<file path="config.mk">
export PLATFORM = sky130hd
export DESIGN_NAME = mat4_cofactor_inverse_core
export DESIGN_NICKNAME = d
export VERILOG_FILES = /design/src/rtl/m4ci_pkg.sv /design/src/rtl/m4ci_ram.sv /design/src/rtl/mat4_cofactor_inverse_core.sv
export SDC_FILE = /design/constraint.sdc
export NUM_CORES = 2
export LEC_CHECK = 0
export ABC_AREA = 1
export BUFFER_PORTS_ARGS = -buffer_cell sky130_fd_sc_hd__buf_4
export CORE_ASPECT_RATIO = 1.1
export CORE_MARGIN = 8
export CORE_UTILIZATION = 48
export CTS_BUF_LIST = sky130_fd_sc_hd__clkbuf_2
export CTS_CLUSTER_SIZE = 10
export DETAILED_ROUTE_END_ITERATION = 16
export HOLD_SLACK_MARGIN = 0.1
export PLACE_DENSITY_LB_ADDON = 0.08
export SLEW_MARGIN = 0
export SYNTH_ARGS = -nofsm -noshare
export SYNTH_HDL_FRONTEND = slang
export SYNTH_SLANG_ARGS = --single-unit
export TNS_END_PERCENT = 100
</file>
<file path="constraint.sdc">
create_clock -name i_clk -period 20.2 [get_ports i_clk]
set_clock_uncertainty 0.15 [all_clocks]
set_input_delay 4.04 -clock i_clk [delete_from_list [all_inputs] [get_ports i_clk]]
set_output_delay 4.04 -clock i_clk [all_outputs]
set_load 0.01 [all_outputs]
</file>
<file path="src/rtl/m4ci_pkg.sv">
// Shared types, state codes and the cofactor micro-op table for the 4x4 inverse core.
package m4ci_pkg;

    localparam int ELEM_W = 16;
    localparam int MIN2_W = 33;
    localparam int COF_W  = 49;
    localparam int PROD_W = 65;
    localparam int DET_W  = 68;
    localparam int QSH    = 17;
    localparam int DSH_W  = DET_W + QSH;

    localparam logic [3:0] S_LOAD     = 4'd0;
    localparam logic [3:0] S_COF_RD   = 4'd1;
    localparam logic [3:0] S_COF_EX   = 4'd2;
    localparam logic [3:0] S_COF_AC   = 4'd3;
    localparam logic [3:0] S_COF_WR   = 4'd4;
    localparam logic [3:0] S_DET_RD   = 4'd5;
    localparam logic [3:0] S_DET_EX   = 4'd6;
    localparam logic [3:0] S_DET_AC   = 4'd7;
    localparam logic [3:0] S_DET_FIN  = 4'd8;
    localparam logic [3:0] S_DIV_RD   = 4'd9;
    localparam logic [3:0] S_DIV_INIT = 4'd10;
    localparam logic [3:0] S_DIV_STEP = 4'd11;
    localparam logic [3:0] S_DIV_OUT  = 4'd12;

    localparam logic [2:0] K_LD    = 3'd0;
    localparam logic [2:0] K_M2SET = 3'd1;
    localparam logic [2:0] K_M2SUB = 3'd2;
    localparam logic [2:0] K_M3SET = 3'd3;
    localparam logic [2:0] K_M3SUB = 3'd4;
    localparam logic [2:0] K_M3ADD = 3'd5;

    localparam logic [3:0] LAST_OP = 4'd14;

    typedef struct packed {
        logic [1:0] rsel;
        logic [1:0] csel;
        logic [2:0] kind;
    } t_op;

    // 3x3 minor a(ek-fh) - b(dk-fg) + c(dh-eg), one element read per op
    function automatic t_op op_entry(input logic [3:0] idx);
        t_op o;
        unique case (idx)
            4'd0:    o = '{2'd1, 2'd1, K_LD};
            4'd1:    o = '{2'd2, 2'd2, K_M2SET};
            4'd2:    o = '{2'd1, 2'd2, K_LD};
            4'd3:    o = '{2'd2, 2'd1, K_M2SUB};
            4'd4:    o = '{2'd0, 2'd0, K_M3SET};
            4'd5:    o = '{2'd1, 2'd0, K_LD};
            4'd6:    o = '{2'd2, 2'd2, K_M2SET};
            4'd7:    o = '{2'd1, 2'd2, K_LD};
            4'd8:    o = '{2'd2, 2'd0, K_M2SUB};
            4'd9:    o = '{2'd0, 2'd1, K_M3SUB};
            4'd10:   o = '{2'd1, 2'd0, K_LD};
            4'd11:   o = '{2'd2, 2'd1, K_M2SET};
            4'd12:   o = '{2'd1, 2'd1, K_LD};
            4'd13:   o = '{2'd2, 2'd0, K_M2SUB};
            4'd14:   o = '{2'd0, 2'd2, K_M3ADD};
            default: o = '{2'd0, 2'd0, K_LD};
        endcase
        return o;
    endfunction

    function automatic logic [1:0] skip_idx(input logic [1:0] sel, input logic [1:0] excl);
        return (sel < excl) ? sel : sel + 2'd1;
    endfunction

endpackage

</file>
<file path="src/rtl/m4ci_ram.sv">
// Generic single-write, single-read RAM with registered read data.
module m4ci_ram #(
    parameter int WIDTH = 16,
    parameter int DEPTH = 16
) (
    input  logic                     i_clk,
    input  logic                     i_we,
    input  logic [$clog2(DEPTH)-1:0] i_waddr,
    input  logic [WIDTH-1:0]         i_wdata,
    input  logic [$clog2(DEPTH)-1:0] i_raddr,
    output logic [WIDTH-1:0]         o_rdata
);

    logic [WIDTH-1:0] r_mem [DEPTH];
    logic [WIDTH-1:0] r_rdata;

    always_ff @(posedge i_clk) begin
        if (i_we) begin
            r_mem[i_waddr] <= i_wdata;
        end
        r_rdata <= r_mem[i_raddr];
    end

    assign o_rdata = r_rdata;

endmodule

</file>
<file path="src/rtl/mat4_cofactor_inverse_core.sv">
// Top level of the 4x4 matrix inverse core: load, cofactors, determinant, division.
// Cofactors and determinant share one 49x16 multiplier; each quotient comes from an
// 18-step restoring divider, and a singular matrix emits its 16 words without division.
// A new matrix is accepted only after the last result word of the previous one is issued.
// Reset: synchronous active-low; clears sequencer and output valid, not the stores.
module mat4_cofactor_inverse_core #(
    parameter int FRAC_BITS = 12
) (
    input  logic        i_clk,
    input  logic        i_rst_n,
    input  logic        i_in_valid,
    output logic        o_in_ready,
    input  logic [15:0] i_elem_value,
    output logic        o_out_valid,
    input  logic        i_out_ready,
    output logic [15:0] o_inv_value,
    output logic [3:0]  o_inv_index,
    output logic        o_inv_last,
    output logic        o_singular,
    output logic        o_saturated
);

    localparam int ESH = 2 * FRAC_BITS;

    logic [3:0] r_state, n_state;
    logic [3:0] r_cnt, n_cnt;
    logic [3:0] r_ci, n_ci;
    logic [4:0] r_bit, n_bit;

    logic signed [m4ci_pkg::ELEM_W-1:0] r_opa;
    logic signed [m4ci_pkg::MIN2_W-1:0] r_acc2;
    logic signed [m4ci_pkg::COF_W-1:0]  r_acc3;
    logic signed [m4ci_pkg::PROD_W-1:0] r_prod;
    logic signed [m4ci_pkg::DET_W-1:0]  r_det;
    logic [m4ci_pkg::DET_W-1:0]         r_dmag;
    logic                               r_sing;
    logic                               r_dneg;
    logic                               r_neg;
    logic [m4ci_pkg::DSH_W-1:0]         r_rem;
    logic [m4ci_pkg::DSH_W-1:0]         r_dsh;
    logic [m4ci_pkg::QSH:0]             r_q;

    logic        r_out_valid;
    logic [15:0] r_inv_value;
    logic [3:0]  r_inv_index;
    logic        r_inv_last;
    logic        r_singular;
    logic        r_saturated;

    m4ci_pkg::t_op cur_op;
    logic [1:0]    op_row;
    logic [1:0]    op_col;

    logic                                mat_we;
    logic [3:0]                          mat_raddr;
    logic [m4ci_pkg::ELEM_W-1:0]         mat_rdata;
    logic                                cof_we;
    logic [3:0]                          cof_raddr;
    logic signed [m4ci_pkg::COF_W-1:0]   cof_wdata;
    logic [m4ci_pkg::COF_W-1:0]          cof_rdata;

    logic signed [m4ci_pkg::COF_W-1:0]   mul_x;
    logic signed [m4ci_pkg::ELEM_W-1:0]  mul_y;
    logic signed [m4ci_pkg::PROD_W-1:0]  mul_p;

    logic signed [m4ci_pkg::COF_W-1:0]   cv;
    logic [m4ci_pkg::COF_W-1:0]          cmag;
    logic                                ge;
    logic                                q_sat;
    logic [15:0]                         q_val;
    logic [15:0]                         id_val;
    logic                                out_free;

    assign cur_op = m4ci_pkg::op_entry(r_cnt);
    assign op_row = m4ci_pkg::skip_idx(cur_op.rsel, r_ci[1:0]);
    assign op_col = m4ci_pkg::skip_idx(cur_op.csel, r_ci[3:2]);

    assign o_in_ready = (r_state == m4ci_pkg::S_LOAD);
    assign mat_we     = i_in_valid && o_in_ready;
    assign out_free   = !r_out_valid || i_out_ready;

    always_comb begin
        mat_raddr = {op_col, op_row};
        cof_raddr = {r_cnt[1:0], 2'b00};
        if (r_state == m4ci_pkg::S_DET_RD) begin
            mat_raddr = {r_cnt[1:0], 2'b00};
        end
        if (r_state == m4ci_pkg::S_DIV_RD) begin
            cof_raddr = {r_cnt[1:0], r_cnt[3:2]};
        end
    end

    m4ci_ram #(
        .WIDTH(m4ci_pkg::ELEM_W),
        .DEPTH(16)
    ) u_mat_ram (
        .i_clk  (i_clk),
        .i_we   (mat_we),
        .i_waddr(r_cnt),
        .i_wdata(i_elem_value),
        .i_raddr(mat_raddr),
        .o_rdata(mat_rdata)
    );

    assign cof_we    = (r_state == m4ci_pkg::S_COF_WR);
    assign cof_wdata = (r_ci[0] ^ r_ci[2]) ? -r_acc3 : r_acc3;

    m4ci_ram #(
        .WIDTH(m4ci_pkg::COF_W),
        .DEPTH(16)
    ) u_cof_ram (
        .i_clk  (i_clk),
        .i_we   (cof_we),
        .i_waddr(r_ci),
        .i_wdata(cof_wdata),
        .i_raddr(cof_raddr),
        .o_rdata(cof_rdata)
    );

    always_comb begin
        mul_y = $signed(mat_rdata);
        if (r_state == m4ci_pkg::S_DET_EX) begin
            mul_x = $signed(cof_rdata);
        end else if (cur_op.kind == m4ci_pkg::K_M2SET || cur_op.kind == m4ci_pkg::K_M2SUB) begin
            mul_x = m4ci_pkg::COF_W'(r_opa);
        end else begin
            mul_x = m4ci_pkg::COF_W'(r_acc2);
        end
        mul_p = mul_x * mul_y;
    end

    assign cv   = $signed(cof_rdata);
    assign cmag = cv[m4ci_pkg::COF_W-1] ? m4ci_pkg::COF_W'(-cv) : cof_rdata;
    assign ge   = (r_rem >= r_dsh);

    always_comb begin
        q_sat = r_q[m4ci_pkg::QSH] ||
                (r_q[m4ci_pkg::QSH-1:0] > (r_neg ? 17'd32768 : 17'd32767));
        if (q_sat) begin
            q_val = r_neg ? 16'h8000 : 16'h7FFF;
        end else begin
            q_val = r_neg ? (16'd0 - r_q[15:0]) : r_q[15:0];
        end
        id_val = (r_cnt[1:0] == r_cnt[3:2]) ? 16'(1 << FRAC_BITS) : 16'd0;
    end

    always_comb begin
        n_state = r_state;
        n_cnt   = r_cnt;
        n_ci    = r_ci;
        n_bit   = r_bit;
        unique case (r_state)
            m4ci_pkg::S_LOAD: begin
                if (mat_we) begin
                    n_cnt = r_cnt + 4'd1;
                    if (r_cnt == 4'd15) begin
                        n_state = m4ci_pkg::S_COF_RD;
                        n_ci    = 4'd0;
                    end
                end
            end
            m4ci_pkg::S_COF_RD: n_state = m4ci_pkg::S_COF_EX;
            m4ci_pkg::S_COF_EX: n_state = m4ci_pkg::S_COF_AC;
            m4ci_pkg::S_COF_AC: begin
                if (r_cnt == m4ci_pkg::LAST_OP) begin
                    n_state = m4ci_pkg::S_COF_WR;
                    n_cnt   = 4'd0;
                end else begin
                    n_state = m4ci_pkg::S_COF_RD;
                    n_cnt   = r_cnt + 4'd1;
                end
            end
            m4ci_pkg::S_COF_WR: begin
                n_ci = r_ci + 4'd1;
                n_state = (r_ci == 4'd15) ? m4ci_pkg::S_DET_RD : m4ci_pkg::S_COF_RD;
            end
            m4ci_pkg::S_DET_RD: n_state = m4ci_pkg::S_DET_EX;
            m4ci_pkg::S_DET_EX: n_state = m4ci_pkg::S_DET_AC;
            m4ci_pkg::S_DET_AC: begin
                if (r_cnt == 4'd3) begin
                    n_state = m4ci_pkg::S_DET_FIN;
                    n_cnt   = 4'd0;
                end else begin
                    n_state = m4ci_pkg::S_DET_RD;
                    n_cnt   = r_cnt + 4'd1;
                end
            end
            m4ci_pkg::S_DET_FIN: begin
                n_state = (r_det == '0) ? m4ci_pkg::S_DIV_OUT : m4ci_pkg::S_DIV_RD;
            end
            m4ci_pkg::S_DIV_RD: n_state = m4ci_pkg::S_DIV_INIT;
            m4ci_pkg::S_DIV_INIT: begin
                n_state = m4ci_pkg::S_DIV_STEP;
                n_bit   = 5'(m4ci_pkg::QSH);
            end
            m4ci_pkg::S_DIV_STEP: begin
                n_bit = r_bit - 5'd1;
                if (r_bit == 5'd0) begin
                    n_state = m4ci_pkg::S_DIV_OUT;
                end
            end
            m4ci_pkg::S_DIV_OUT: begin
                if (out_free) begin
                    n_cnt = r_cnt + 4'd1;
                    if (r_cnt == 4'd15) begin
                        n_state = m4ci_pkg::S_LOAD;
                    end else if (!r_sing) begin
                        n_state = m4ci_pkg::S_DIV_RD;
                    end
                end
            end
            default: n_state = m4ci_pkg::S_LOAD;
        endcase
    end

    always_ff @(posedge i_clk) begin
        if (!i_rst_n) begin
            r_state     <= m4ci_pkg::S_LOAD;
            r_cnt       <= 4'd0;
            r_ci        <= 4'd0;
            r_bit       <= 5'd0;
            r_out_valid <= 1'b0;
        end else begin
            r_state <= n_state;
            r_cnt   <= n_cnt;
            r_ci    <= n_ci;
            r_bit   <= n_bit;
            if (r_state == m4ci_pkg::S_DIV_OUT && out_free) begin
                r_out_valid <= 1'b1;
            end else if (i_out_ready) begin
                r_out_valid <= 1'b0;
            end
        end
    end

    always_ff @(posedge i_clk) begin
        if (r_state == m4ci_pkg::S_COF_EX) begin
            if (cur_op.kind == m4ci_pkg::K_LD) begin
                r_opa <= $signed(mat_rdata);
            end
            r_prod <= mul_p;
        end
        if (r_state == m4ci_pkg::S_DET_EX) begin
            r_prod <= mul_p;
        end
        if (r_state == m4ci_pkg::S_COF_AC) begin
            case (cur_op.kind)
                m4ci_pkg::K_M2SET: r_acc2 <= r_prod[m4ci_pkg::MIN2_W-1:0];
                m4ci_pkg::K_M2SUB: r_acc2 <= r_acc2 - r_prod[m4ci_pkg::MIN2_W-1:0];
                m4ci_pkg::K_M3SET: r_acc3 <= r_prod[m4ci_pkg::COF_W-1:0];
                m4ci_pkg::K_M3SUB: r_acc3 <= r_acc3 - r_prod[m4ci_pkg::COF_W-1:0];
                m4ci_pkg::K_M3ADD: r_acc3 <= r_acc3 + r_prod[m4ci_pkg::COF_W-1:0];
                default: ;
            endcase
        end
        if (r_state == m4ci_pkg::S_COF_WR && r_ci == 4'd15) begin
            r_det <= '0;
        end
        if (r_state == m4ci_pkg::S_DET_AC) begin
            r_det <= r_det + m4ci_pkg::DET_W'(r_prod);
        end
        if (r_state == m4ci_pkg::S_DET_FIN) begin
            r_sing <= (r_det == '0);
            r_dneg <= r_det[m4ci_pkg::DET_W-1];
            r_dmag <= r_det[m4ci_pkg::DET_W-1] ? m4ci_pkg::DET_W'(-r_det) : r_det;
        end
        if (r_state == m4ci_pkg::S_DIV_INIT) begin
            r_neg <= cv[m4ci_pkg::COF_W-1] ^ r_dneg;
            r_rem <= m4ci_pkg::DSH_W'(cmag) << ESH;
            r_dsh <= m4ci_pkg::DSH_W'(r_dmag) << m4ci_pkg::QSH;
            r_q   <= '0;
        end
        if (r_state == m4ci_pkg::S_DIV_STEP) begin
            if (ge) begin
                r_rem <= r_rem - r_dsh;
            end
            r_q   <= {r_q[m4ci_pkg::QSH-1:0], ge};
            r_dsh <= r_dsh >> 1;
        end
        if (r_state == m4ci_pkg::S_DIV_OUT && out_free) begin
            r_inv_value <= r_sing ? id_val : q_val;
            r_inv_index <= r_cnt;
            r_inv_last  <= (r_cnt == 4'd15);
            r_singular  <= r_sing;
            r_saturated <= !r_sing && q_sat;
        end
    end

    assign o_out_valid = r_out_valid;
    assign o_inv_value = r_inv_value;
    assign o_inv_index = r_inv_index;
    assign o_inv_last  = r_inv_last;
    assign o_singular  = r_singular;
    assign o_saturated = r_saturated;

endmodule

</file>
== After elaboration in Yosys (flattened, before gate mapping) ==
Memories as Yosys holds them, arrays and structs flattened. A register that Yosys moved wholly into a read port is not among the register bits.
Cells that the tools add are included.

* Bits in read-only memories: 112
* Memories kept: 3
* Bits in writable memories: 1040
* Logic and storage cells: 158
* Input bits: 20
* Flip-flop bits (word level): 531

* Equality and inequality tests: 27
* Muxes and demuxes: 56
* Add/subtract/negate cells: 14
* Multipliers: 1
* Order comparisons: 4
* Reductions and logical operators: 27
* Bitwise operators: 2

{| class="wikitable"
|+ Memory list
! memory !! words !! width !! rd ports !! clocked after memory_dff !! write ports !! RTL line !! source
|-
| u_cof_ram.r_mem || 16 || 49 || 1 || 1 || 1 || m4ci_ram.sv:14 || <nowiki>logic [WIDTH-1:0] r_mem [DEPTH];</nowiki>
|-
| u_mat_ram.r_mem || 16 || 16 || 1 || 1 || 1 || m4ci_ram.sv:14 ||
|-
| (name not given) || 16 || 7 || 1 || 1 || 0 || m4ci_pkg.sv:44 || <nowiki>unique case (idx)</nowiki>
|}

{| class="wikitable"
|+ Operators with widths
! cell !! count
|-
| 85-bit two-way mux || 3
|-
| 49-bit two-way mux || 4
|-
| 84-bit two-way mux || 2
|-
| 49-bit one-hot mux with 3 select lines || 1
|-
| 68-bit two-way mux || 2
|-
| 65-bit two-way mux || 2
|-
| 49-bit negator || 2
|-
| 85-bit >= comparator || 1
|-
| 85-bit subtractor || 1
|-
| 16-bit two-way mux || 5
|-
| 68-bit by 65-bit adder with 68-bit output || 1
|-
| 68-bit zero test || 1
|-
| 68-bit negator || 1
|-
| 67-bit two-way mux || 1
|-
| 33-bit one-hot mux with 2 select lines || 1
|-
| 49-bit by 16-bit multiplier with 65-bit output || 1
|-
| 4-bit two-way mux || 16
|-
| 4-bit one-hot mux with 13 select lines || 1
|-
| 49-bit adder || 1
|-
| 49-bit subtractor || 1
|-
| 18-bit two-way mux || 2
|-
| 33-bit subtractor || 1
|-
| 4-bit == test, second input constant || 8
|-
| 17-bit by 16-bit greater-than comparator with 1-bit output || 1
|-
| 35 further kinds || 71
|}

== Logic depth before layout (Yosys ltp) ==
* Word-level depth: 7
* Depth in mapped cells: 36
* Mapped depth without buffers: 34

== Cells and area by module ==
From an unflattened synthesis, not the netlist that was laid out.

* Cell total of the unflattened synthesis: 15064
* Area total of the unflattened synthesis: 120296.6 µm²

{| class="wikitable"
|+ By module, submodules not included
! module !! times used !! seq. area each (µm²) !! cells an instance !! area each (µm²)
|-
| mat4_cofactor_inverse_core || 1 || 15044.4 || 10759 || 74208.7
|-
| m4ci_ram at u_cof_ram || 1 || 24523.5 || 3231 || 34707.0
|-
| m4ci_ram at u_mat_ram || 1 || 8007.7 || 1074 || 11380.9
|}

== Least setup slack after synthesis ==
No wires, ideal clock.

* Path type: flip-flop to flip-flop
* Start point: reg, netlist name cur_op[1]
* End point: reg r_prod[46] (netlist name) (data pin)
* Stages on the path, launching flop included: 32
* Data required time: 19.790 ns
* Slack: 13.570 ns
* Path buffers: 3
* Arrival: 6.220 ns
* Path through: dfxtp_1 -> inv_2 -> nor3_4 -> inv_2 -> nand2_4 -> nor2_1 -> o21a_1 -> buf_6 -> buf_6 -> a21oi_2 -> buf_2 -> nand2_1 -> fa_1 -> inv_1 -> fa_1 -> inv_1 -> fa_1 -> inv_1 -> fa_1 -> fa_1 -> inv_1 -> fa_1 -> inv_1 -> ha_1 -> nand2_1 -> inv_1 -> a21oi_1 -> a21boi_0 -> o21ai_0 -> a21oi_1 -> nand2_1 -> xor2_1

* Longest elaborated chain between the ends: 7
* Elaborated cells on any way between the ends: 8

{| class="wikitable"
|+ RTL lines
! item !! RTL line !! source
|-
| 3-bit by 1-bit == test with 1-bit output / 3-bit by 2-bit == test with 1-bit output (equally long branches) || mat4_cofactor_inverse_core.sv:124 || <nowiki>end else if (cur_op.kind == m4ci_pkg::K_M2SET || cur_op.kind == m4ci_pkg::K_M2SUB) begin</nowiki>
|-
| 1-bit logical OR * || mat4_cofactor_inverse_core.sv:124 ||
|-
| 49-bit two-way mux * || mat4_cofactor_inverse_core.sv:124 ||
|-
| 49-bit two-way mux * || mat4_cofactor_inverse_core.sv:122 || <nowiki>if (r_state == m4ci_pkg::S_DET_EX) begin</nowiki>
|-
| 49-bit by 16-bit multiplier with 65-bit output * || mat4_cofactor_inverse_core.sv:129 || <nowiki>mul_p = mul_x * mul_y;</nowiki>
|-
| via mul_p (one bit) || mat4_cofactor_inverse_core.sv:64 || <nowiki>logic signed [m4ci_pkg::PROD_W-1:0] mul_p;</nowiki>
|-
| 65-bit two-way mux || mat4_cofactor_inverse_core.sv:237 || <nowiki>if (r_state == m4ci_pkg::S_COF_EX) begin</nowiki>
|-
| 65-bit two-way mux * || mat4_cofactor_inverse_core.sv:243 || <nowiki>if (r_state == m4ci_pkg::S_DET_EX) begin</nowiki>
|-
| to (signal assigned) || mat4_cofactor_inverse_core.sv:241 || <nowiki>r_prod <= mul_p;</nowiki>
|-
| to (signal assigned) || mat4_cofactor_inverse_core.sv:244 || <nowiki>r_prod <= mul_p;</nowiki>
|-
| to (decl) || mat4_cofactor_inverse_core.sv:33 || <nowiki>logic signed [m4ci_pkg::PROD_W-1:0] r_prod;</nowiki>
|}

The timed path passes the listed nets; every way through them passes the cells marked *. The select of a mux whose other input is x is not followed.
A chain may end at the register's enable or synchronous reset.

== Worst setup path after layout ==
* Start point: reg, netlist name cur_op[1]
* End point: reg r_prod[46] (netlist name) (data pin)

* Longest elaborated chain between the ends: 7
* Elaborated cells on any way between the ends: 8

{| class="wikitable"
|+ RTL lines
! item !! RTL line
|-
| 3-bit by 1-bit == test with 1-bit output / 3-bit by 2-bit == test with 1-bit output (equally long branches) || mat4_cofactor_inverse_core.sv:124
|-
| 1-bit logical OR * || mat4_cofactor_inverse_core.sv:124
|-
| 49-bit two-way mux * || mat4_cofactor_inverse_core.sv:124
|-
| 49-bit two-way mux * || mat4_cofactor_inverse_core.sv:122
|-
| 49-bit by 16-bit multiplier with 65-bit output * || mat4_cofactor_inverse_core.sv:129
|-
| via mul_p (one bit) || mat4_cofactor_inverse_core.sv:64
|-
| 65-bit two-way mux || mat4_cofactor_inverse_core.sv:237
|-
| 65-bit two-way mux * || mat4_cofactor_inverse_core.sv:243
|}

Marks and branches as above.

==> reports/summary.txt <==
LOGIC SYNTHESIS
--------------------------------------------------------------------------------
Prevailing post-synth register cell ............................... sky130_fd_sc_hd__edfxtp_1
Post-Syn Instances ................................................       13,531
Mapped cell area ..................................................   0.1160 mm2
Share of synthesized flip-flops with an asynchronous set or reset .           0%
Number of different library cells in the post-synthesis netlist ...           56
Post-synthesis net count ..........................................       14,696
Ys Warns ..........................................................            0
EDFF count, synth .................................................        1,467
Synthesized flop and latch total ..................................        1,643
Post-Synthesis Mean Instance Area .................................    8.572 um2
Seq/Total Area, Yosys .............................................       41.02%

DIE
--------------------------------------------------------------------------------
Die outline area ..................................................   0.2576 mm2
Number of core rows ...............................................          189
Effective utilization at floorplan ................................       48.18%
Core region area ..................................................   0.2407 mm2
Die width .........................................................     484.7 um
I/O Pins ..........................................................           45
Die extent in y ...................................................     531.6 um

GLOBAL ROUTING
--------------------------------------------------------------------------------
Antenna violations before repair ..................................           26
Largest net degree at the start of global routing .................          200
Leftover overflow at the end of global routing ....................            0
GR Util All Layers ................................................       32.43%
Via count of the first global-routing pass ........................       98,330
First-pass GRT wire length ........................................     629.8 mm

FINAL LAYOUT
--------------------------------------------------------------------------------
Net count, final ..................................................       14,867
FILL cells ........................................................       23,313
Area added between synthesis and finish ...........................       6.745%
Register cell area after layout ...................................  0.04760 mm2
Share of post-route cells with drive strength above 1 .............       8.829%
Commonest cells after routing, fill and taps aside ................ sky130_fd_sc_hd__nand2_1 (2,948), sky130_fd_sc_hd__inv_1 (2,115), sky130_fd_sc_hd__nor2_1 (1,596), sky130_fd_sc_hd__edfxtp_1 (1,467), sky130_fd_sc_hd__o21ai_0 (908)
Most common cell after layout, fill and taps aside ................ sky130_fd_sc_hd__nand2_1
Combined area of the multi-input logic cells ......................  0.05883 mm2

CTS
--------------------------------------------------------------------------------
Post-CTS Resized ..................................................            0
Clock tree from TritonCTS .........................................          yes
Clock buffer count from CTS .......................................          427
Insertion delay of the later-clocked pin in the worst-skew pair ...      1.84 ns
Buffers inserted during post-CTS setup optimization ...............            0
Hold-fix buffers at CTS ...........................................            0
CTS clock-pin slew for the worst setup and hold paths .............      0.10 ns
CTS H-tree lvls ...................................................            5
Count of clock tree sinks .........................................        1,643
Root Buffer Master ................................................ sky130_fd_sc_hd__clkbuf_2
Deepest clock path buffer count ...................................            4

PLACE
--------------------------------------------------------------------------------
Number of input and output port buffers inserted ..................           44
Detailed placement HPWL ...........................................     322.7 mm
Placer congestion estimate ........................................        1.016

TIMING
--------------------------------------------------------------------------------
Maximum frequency from static timing analysis .....................   0.1003 GHz
Actual slew at the worst max-slew pin .............................     1.432 ns
Hold Fails Final Rpt ..............................................            0
Worst slew margin .................................................       4.556%
Setup repair after global routing missed its margin ...............        false
Final critical-path required period ...............................     9.965 ns
Number of setup violations in the final report ....................            0
Fin crit share ....................................................       49.33%
Post-Route Setup TNS ..............................................         0 ns
Count of final max-slew check failures ............................            0

WORST SETUP PATH
--------------------------------------------------------------------------------
Levels on crit path ...............................................           32
Delay contributed by the slowest stage of the critical path .......      0.99 ns
R2R cell count ....................................................           32
Category of the worst setup path capture point ....................    flip-flop
Slowest stage cell, crit path ..................................... sky130_fd_sc_hd__a21oi_2
Critical path data required time ..................................     21.54 ns
Arrival time at the worst endpoint ................................     11.30 ns
Cell occurring most often along the worst timing path ............. sky130_fd_sc_hd__inv_1
Largest fanout on the critical path ...............................           36
Crit Path Class ................................................... flip-flop to flip-flop
Largest delay contributor family on the critical path .............  adder cells
Combined buffer and inverter count along the critical path ........           12
Startpoint types ..................................................    flip-flop

DETAILED ROUTING
--------------------------------------------------------------------------------
Ratio of routed vias to standard cells ............................        5.660
Wire length per cell ..............................................     25.08 um
Total via count in the routed design ..............................       97,405
Overall routed net length .........................................     431.7 mm
Final ANT Viol Nets ...............................................            0
TritonRoute pass-1 iters ..........................................            8
DR iter-0 viols ...................................................        8,665
DRC violations left ...............................................            0

HOLD PATH
--------------------------------------------------------------------------------
Path type of the worst min-delay path ............................. flip-flop to flip-flop
Hold depth ........................................................            2

RUN
--------------------------------------------------------------------------------
Number of maximum-capacitance constraint violations ...............            0

STATUS
--------------------------------------------------------------------------------
Status ............................................................ complete, no violations

-- per-layer routing --
layer	GRT usage (%)	vias up	wire, um
met5	0	-	107
met3	6.422	1011	33740
met2	53.92	4201	203200
met1	40.41	47455	169800
li1	-	44724	-
met4	16.15	14	24880
-- logic make-up after synthesis --
logic type / Yosys count / synth area share (%)
mux: 49 / 0.4229
fa+ha+maj: 1145 / 17.06
simple gates: 5767 / 20.54
flops: 1643 / 41.02
xor+xnor: 318 / 2.401
buf+inv: 2593 / 8.521
compound gates: 2016 / 10.03
-- flip-flops by register name, summed over array words and instances, names as in the netlist, 5 cells and up --
name and cells:
cur_op 7, o_inv_value 16, r_acc2 33, r_acc3 49
r_bit 5, r_det 68, r_dmag 68, r_dsh 85
r_opa 16, r_prod 65, r_q 18, r_rem 85
u_cof_ram.o_rdata 49, u_cof_ram.r_mem 784, u_mat_ram.o_rdata 16, u_mat_ram.r_mem 256
-- cell usage after synthesis, types with 18 or more instances --
cell	n	area share [%]
sky130_fd_sc_hd__nand3b_1	29	0.19
sky130_fd_sc_hd__xnor2_1	89	0.67
sky130_fd_sc_hd__o21a_1	24	0.16
sky130_fd_sc_hd__inv_1	2119	6.9
sky130_fd_sc_hd__ha_1	417	4.5
sky130_fd_sc_hd__o21ai_1	18	0.078
sky130_fd_sc_hd__nor4_1	33	0.18
sky130_fd_sc_hd__fa_1	728	13
sky130_fd_sc_hd__o22ai_1	59	0.32
sky130_fd_sc_hd__o21ai_0	911	3.9
sky130_fd_sc_hd__a31oi_1	36	0.19
sky130_fd_sc_hd__o21bai_1	50	0.32
sky130_fd_sc_hd__buf_1	20	0.065
sky130_fd_sc_hd__edfxtp_1	1467	38
sky130_fd_sc_hd__clkbuf_1	333	1.1
sky130_fd_sc_hd__clkinv_1	21	0.068
sky130_fd_sc_hd__xor2_1	229	1.7
sky130_fd_sc_hd__nand4_1	141	0.76
sky130_fd_sc_hd__o211ai_1	200	1.3
sky130_fd_sc_hd__buf_2	65	0.28
sky130_fd_sc_hd__mux2i_1	49	0.42
sky130_fd_sc_hd__a21oi_1	509	2.2
sky130_fd_sc_hd__inv_2	22	0.071
sky130_fd_sc_hd__nor2_1	1636	5.3
sky130_fd_sc_hd__nor3_1	116	0.50
sky130_fd_sc_hd__or2_2	260	1.4
sky130_fd_sc_hd__a21o_1	20	0.13
sky130_fd_sc_hd__nand3_1	562	2.4
sky130_fd_sc_hd__o221ai_1	139	1.0
sky130_fd_sc_hd__dfxtp_1	176	3.0
sky130_fd_sc_hd__nand2_1	2950	9.5
-- worst register-to-register path: cells and delay by family, from the launching register on --
family	cells	cell delay (ns)
adders and majority gates	7	3.55
and+or+nand+nor	10	2.34
AOI/OAI and AO/OA	2	1.23
xor gates and xnor gates	1	0.08
buffers and inverters	12	1.94
DFF	1	0.36
-- per-stage QoR --
stage / cell area, um2 / worst slack, ns / hold WS, ns / std cells / utilization, %
floorplan: 116000 / 13.57 / 0.2564 / 13531 / -
global placement: 119800 / 10.28 / 0.2888 / 16424 / 49.78
finish: 123800 / 10.23 / 0.3080 / 17209 / 51.43
detailed placement: 119800 / 10.31 / 0.2863 / 16424 / 49.78
CTS: 123800 / 10.32 / 0.3111 / 17185 / 51.41
global route: 123800 / 9.866 / 0.3480 / 17193 / 51.41
-- path summary, 6_finish.rpt --
check                                 from                      to  slack, ns
hold / removal    r_dmag[67]$_SDFFCE_PN0P_  r_dsh[84]$_SDFFE_PP0P_       0.31
setup / recovery         cur_op[1]$_DFF_P_    r_prod[46]$_DFFE_PP_      10.23
hold reg to reg   r_dmag[67]$_SDFFCE_PN0P_  r_dsh[84]$_SDFFE_PP0P_       0.31
setup reg to reg         cur_op[1]$_DFF_P_    r_prod[46]$_DFFE_PP_      10.23
-- area by class of cell --
| type | count | area share [%] |
|---|---|---|
| tap | 3151 | 3.184 |
| inverter | 2162 | 6.569 |
| clock buffer | 646 | 2.611 |
| clock inverter | 115 | 0.5548 |
| timing repair buffer | 173 | 1.069 |
| multi-input combinational | 9295 | 47.52 |
| antenna | 24 | 0.04851 |
| sequential | 1643 | 38.45 |
Power is left out: the tool's default activity adds up to more than one toggle a clock period on the data nets, which glitch-free logic cannot reach.
